`config.mk`:
```
export PLATFORM = sky130hd
export DESIGN_NAME = gdr_div
export DESIGN_NICKNAME = d
export VERILOG_FILES = /design/src/design/gdr_pkg.sv /design/src/design/gdr_div.sv
export SDC_FILE = /design/constraint.sdc
export NUM_CORES = 1
export LEC_CHECK = 0
export ABC_CLOCK_PERIOD_IN_PS = 2700
export BUFFER_PORTS_ARGS = -buffer_cell sky130_fd_sc_hd__buf_2
export CAP_MARGIN = 10
export CORE_ASPECT_RATIO = 2
export CORE_UTILIZATION = 42
export DETAILED_ROUTE_END_ITERATION = 10
export PLACE_DENSITY = 0.66
export SLEW_MARGIN = 5
export SYNTH_ARGS = -nofsm -noshare
export SYNTH_HDL_FRONTEND = slang
export SYNTH_SLANG_ARGS = --single-unit
export TNS_END_PERCENT = 10
```
`constraint.sdc`:
```
create_clock -name clk -period 2.7 [get_ports clk]
set_input_delay 0.405 -clock clk [delete_from_list [all_inputs] [get_ports clk]]
set_output_delay 0.405 -clock clk [all_outputs]
set_load 0.02 [all_outputs]
```
`src/design/gdr_pkg.sv`:
```
// shared constants, types and sine table of the grid dda ray caster
package gdr_pkg;

  // map, walk and angle sizing (MAP_DIM a power of two)
  localparam int MAP_DIM    = 64;
  localparam int MAX_STEPS  = 128;
  localparam int ANGLE_BITS = 12;

  localparam int MAP_BITS   = $clog2(MAP_DIM);
  localparam int ADDR_W     = 2 * MAP_BITS;
  localparam int MAP_DEPTH  = MAP_DIM * MAP_DIM;
  localparam int STEP_W     = $clog2(MAX_STEPS + 1);
  localparam int QUARTER    = 1 << (ANGLE_BITS - 2);
  localparam int QTR_W      = ANGLE_BITS - 2;

  // grid cell index: player integer part plus sign and overflow
  localparam int CELL_W = 10;
  localparam logic signed [CELL_W-1:0] MAP_LIM = CELL_W'(MAP_DIM);

  // fixed point
  localparam logic [23:0] MAX24    = 24'hFFFFFF;
  localparam logic [24:0] MIN_DIST = 25'd6554;
  localparam logic [13:0] MAX_LH   = 14'd16383;
  localparam logic [40:0] FAR_DELTA = 41'h100_0000_0000;
  localparam logic [63:0] HALF_PI_Q30 = 64'd1686629713;

  // configuration port
  localparam int CFG_IDX_W  = 3;
  localparam int CFG_DATA_W = 24;
  localparam logic [CFG_IDX_W-1:0] REG_POS_X      = 3'd0;
  localparam logic [CFG_IDX_W-1:0] REG_POS_Y      = 3'd1;
  localparam logic [CFG_IDX_W-1:0] REG_VIEW_ANGLE = 3'd2;
  localparam logic [CFG_IDX_W-1:0] REG_SCREEN_H   = 3'd3;
  localparam logic [CFG_IDX_W-1:0] REG_TEXTURE_W  = 3'd4;

  // item codes
  localparam logic       CMD_WRITE = 1'b0;
  localparam logic       CMD_CAST  = 1'b1;
  localparam logic [1:0] STATUS_WRITE = 2'd0;
  localparam logic [1:0] STATUS_HIT   = 2'd1;
  localparam logic [1:0] STATUS_NONE  = 2'd2;
  localparam logic [1:0] FACE_EAST  = 2'd0;
  localparam logic [1:0] FACE_WEST  = 2'd1;
  localparam logic [1:0] FACE_SOUTH = 2'd2;
  localparam logic [1:0] FACE_NORTH = 2'd3;

  // shared divider
  localparam int DIV_NUM_W = 40;
  localparam int DIV_DEN_W = 25;
  localparam int DIV_CNT_W = $clog2(DIV_NUM_W);

  typedef struct packed {
    logic                 start;
    logic [DIV_NUM_W-1:0] num;
    logic [DIV_DEN_W-1:0] den;
  } div_req_t;

  typedef struct packed {
    logic                 busy;
    logic                 done;
    logic [DIV_NUM_W-1:0] quot;
  } div_rsp_t;

  // quarter-wave sine, Q1.14, from a Q30 taylor series through x^15
  typedef logic [15:0] sine_rom_t [QUARTER];

  function automatic sine_rom_t build_sine_rom();
    sine_rom_t   t;
    logic [63:0] x;
    logic [63:0] x2;
    logic [63:0] term;
    longint      sum;
    for (int r = 0; r < QUARTER; r++) begin
      x    = HALF_PI_Q30 * 64'(r) / 64'(QUARTER);
      x2   = (x * x) >> 30;
      term = x;
      sum  = longint'(x);
      for (int k = 1; k <= 7; k++) begin
        term = ((term * x2) >> 30) / 64'((2 * k) * (2 * k + 1));
        if ((k % 2) == 1) sum = sum - longint'(term);
        else sum = sum + longint'(term);
      end
      if (sum < 0) sum = 0;
      t[r] = 16'((64'(sum) + 64'd32768) >> 16);
    end
    return t;
  endfunction

  localparam sine_rom_t SINE_ROM = build_sine_rom();

endpackage

```
`src/design/gdr_div.sv`:
```
// shared restoring divider, one quotient bit a cycle
module gdr_div (
  input  logic                clk,
  input  logic                rst_n,
  input  gdr_pkg::div_req_t   req,
  output gdr_pkg::div_rsp_t   rsp
);
  import gdr_pkg::*;

  logic                 busy_r;
  logic                 done_r;
  logic [DIV_CNT_W-1:0] cnt_r;
  logic [DIV_NUM_W-1:0] num_r;
  logic [DIV_DEN_W-1:0] den_r;
  logic [DIV_DEN_W-1:0] rem_r;
  logic [DIV_DEN_W-1:0] rem_nxt;
  logic [DIV_DEN_W:0]   rem_sh;
  logic                 q_bit;

  // trial subtract
  always_comb begin
    rem_sh = {rem_r, num_r[DIV_NUM_W-1]};
    q_bit  = (rem_sh >= {1'b0, den_r});
    if (q_bit) begin
      rem_nxt = DIV_DEN_W'(rem_sh - {1'b0, den_r});
    end else begin
      rem_nxt = rem_sh[DIV_DEN_W-1:0];
    end
  end

  // iteration control
  always_ff @(posedge clk) begin
    if (!rst_n) begin
      busy_r <= 1'b0;
      done_r <= 1'b0;
      cnt_r  <= '0;
      num_r  <= '0;
      den_r  <= '0;
      rem_r  <= '0;
    end else begin
      done_r <= 1'b0;
      if (req.start) begin
        num_r  <= req.num;
        den_r  <= req.den;
        rem_r  <= '0;
        cnt_r  <= DIV_CNT_W'(DIV_NUM_W - 1);
        busy_r <= 1'b1;
      end else if (busy_r) begin
        rem_r <= rem_nxt;
        num_r <= {num_r[DIV_NUM_W-2:0], q_bit};
        if (cnt_r == '0) begin
          busy_r <= 1'b0;
          done_r <= 1'b1;
        end else begin
          cnt_r <= cnt_r - 1'b1;
        end
      end
    end
  end

  assign rsp.busy = busy_r;
  assign rsp.done = done_r;
  assign rsp.quot = num_r;
endmodule

```
==> results.cfg <==
[drt]
drcViolationCount = 0
routed_wl_um = 13500
ant_nets = 0
wl_per_cell_um = 14.8
first_pass_iters = 4
drtIter0Drc = 211
vias = 4799
vias_per_cell = 5.27

[timing]
clock_skew_ps = 8.01
worst_pin_slew_ps = 775
setup_viol = 0
fin_crit_ps = 2650
tns_ps = 0
rsz0062_at_grt = true
slew_headroom = 0.484
fmax_ghz = 0.377
period_share = 0.983
hold_viol = 0
slew_violations = 0

[final_layout]
antennaDiodeCount = 0
final_cell_mix = 108 x buf_2, 96 x dfxtp_1, 76 x mux2i_1
layout.cells.most_common = buf_2
fin_nets = 851
syn_to_final_growth_pct = 21.2
layout-drive-gt1-share = 0.229
fillers = 1226
final_util = 0.522

[global_route]
grt_pass1_vias = 4828
grt_max_degree = 67
grt_antenna_before_repair = 0
grt_first_pass_wirelength_um = 22000
track_usage = 0.195
overflow = 0

[worst_setup_path]
crit_family = compound AO/OA/AOI/OAI gates
start_kind = flip-flop
required_ps = 2920
slowest_stage = a221oi_4
endpoint_kind = flip-flop
worst-path-max-fanout = 3
arrival_ps = 2870
critPathMaxStageDelay_ps = 360
path_cells = inv_2 -> ha_4 -> inv_2 -> fa_2 -> a21o_1 -> a221oi_4 -> o31ai_2 -> o21ai_2 -> buf_4 -> buf_4 -> o21ai_0 -> xnor2_1 -> a2bb2oi_1 -> a21oi_1
worstPathBufferInverterCount = 4
critical_path_class = flip-flop to flip-flop

[clocking]
cts.clk_slew.worst_paths_ps = 70
cts.sinks = 98
ctsHoldBuffers = 0
clkLatencyLatePin_ps = 350
cts_root_buffer = clkbuf_16
htreeDepth = 3
cts_tree = done
cts_made_buffers = 9
clk_path_buf_depth = 2

[floorplan]
initial_utilization = 0.430
core_um2 = 13000
rows = 59
io_pins = 110
die_area_um2 = 13800
fp.dieH_um = 165
die_w_um = 83.6

[run_status]
status = completed

[synth]
ys_warn_count = 0
synth_cell_type_count = 59
avgSynthCellArea_um2 = 8.59
synth_async_sr_flop_share = 0
syn-num-nets = 747
synth_edf_count = 0
ys_seq_area_frac = 0.351
syn_inst = 651
ys.flop_type = dfxtp_1
syn_area_um2 = 5590
postSynthRegisterBits = 98

[placement]
dp_hpwl_um = 9900
gp_congestion = 0.874
port_buffers = 109

[power_and_ir_drop]
peakVddDrop_v = 0.000354
leakagePower_nw = 3.08
power.density_nw_per_um2 = 623

[hold_path]
hold_class = input pin to flip-flop

[run]
drv_cap = 0
[logic make-up (layout without fill, tap and decap cells)]
| kind of cell | count (synthesis) | after routing | synth area share |
|---|---|---|---|
| AOI/OAI and AO/OA | 157 | 157 | 0.176 |
| xor gates and xnor gates | 24 | 24 | 0.0376 |
| DFF | 98 | 98 | 0.351 |
| and+or+nand+nor | 197 | 197 | 0.180 |
| adders and majority gates | 28 | 28 | 0.0640 |
| muxes | 77 | 77 | 0.138 |
| buffers and inverters | 70 | 178 | 0.0535 |
[metrics by stage]
step | area (um^2) | setup slack (ps) | power [mW] | hold slack (ps) | cells
floorplan | 5590 | 6.37 | 2.40 | 475 | 651
global placement | 6280 | 41.3 | 2.64 | 490 | 887
detailed placement | 6280 | -34.9 | 2.66 | 501 | 887
CTS | 6620 | 49.1 | 4.16 | 313 | 902
global route | 6780 | -51.4 | 4.42 | 319 | 911
finish | 6780 | 47.0 | 4.22 | 316 | 911
[cells in the mapped netlist, types with 2 or more instances]
master / count / share of area
nand2b_1: 8 / 0.0090
xnor2_1: 17 / 0.027
o31a_1: 2 / 0.0031
a211oi_1: 14 / 0.019
o21bai_1: 2 / 0.0027
o21a_1: 5 / 0.0067
buf_2: 2 / 0.0018
o31ai_1: 2 / 0.0027
buf_6: 3 / 0.0060
nor3_1: 4 / 0.0036
and4_1: 2 / 0.0031
nand2_1: 58 / 0.039
xor2_1: 7 / 0.011
buf_4: 3 / 0.0040
a21oi_1: 40 / 0.036
nand3_1: 4 / 0.0036
dfxtp_1: 98 / 0.35
inv_1: 29 / 0.019
buf_1: 6 / 0.0040
a21o_1: 10 / 0.013
and2_1: 39 / 0.044
o211a_1: 2 / 0.0036
nor4_1: 2 / 0.0022
and3_1: 3 / 0.0034
a21boi_0: 2 / 0.0027
nand4_1: 2 / 0.0022
a31oi_1: 3 / 0.0034
mux2i_1: 76 / 0.14
nor2_1: 36 / 0.024
ha_1: 27 / 0.060
o21ai_0: 58 / 0.052
clkbuf_1: 27 / 0.018
o2111ai_1: 2 / 0.0031
nor2b_1: 31 / 0.035
[tightest hold or removal path, stage by stage]
cell and delay [ps]:
buf_2 80, mux2i_1 60, nor2b_1 90
[per-layer routing]
metal / part of all wire / track usage / wire [um]
met3: 0.041 / 0.0348 / 547
met5: 0 / 0 / 0
met4: 0.028 / 0.0855 / 371
met2: 0.54 / 0.375 / 7240
met1: 0.40 / 0.205 / 5330
[state kept, by name, indices dropped and copies added, names as in the netlist]
| register | count |
|---|---|
| busy_r | 1 |
| num_r | 40 |
| done_r | 1 |
| cnt_r | 6 |
| rem_r | 25 |
| den_r | 25 |
[area by class of cell]
class                      count  area (um^2)  area share
sequential                    98         1970       0.290
clock inverter                 6          115      0.0170
timing repair buffer         134          782       0.115
tap                          152          190      0.0281
clock buffer                   9          225      0.0332
multi-input combinational    483         3390       0.500
inverter                      29          109      0.0161
[path summary, 6_finish.rpt]
check,from,to,slack (ps),cells past startpoint
worst max-delay path,num_r[39],rem_r[24],50,14
worst min-delay path,req[9],den_r[9],320,3
worst max register to register,num_r[39],rem_r[24],50,14
worst min register to register,rem_r[4],rem_r[4],510,2
[report_power, final]
| group | switching [mW] | leakage [nW] | internal (mW) |
|---|---|---|---|
| Combinational | 0.605 | 2.11 | 0.539 |
| Clock | 0.582 | 0.167 | 0.908 |
| Sequential | 0.0611 | 0.807 | 1.53 |
[timing repair]
| action | 4_1_cts | 5_1_grt |
|---|---|---|
| setup endpoints to repair | 13 | 21 |
| resized for setup | 1 | 18 |
| pin swaps | 4 | 4 |
| buffers inserted | 0 | 8 |
| endpoints found under the hold margin | 0 | 0 |
| cloned | 0 | 1 |
Note: power is estimated with default switching activity, not from simulation.
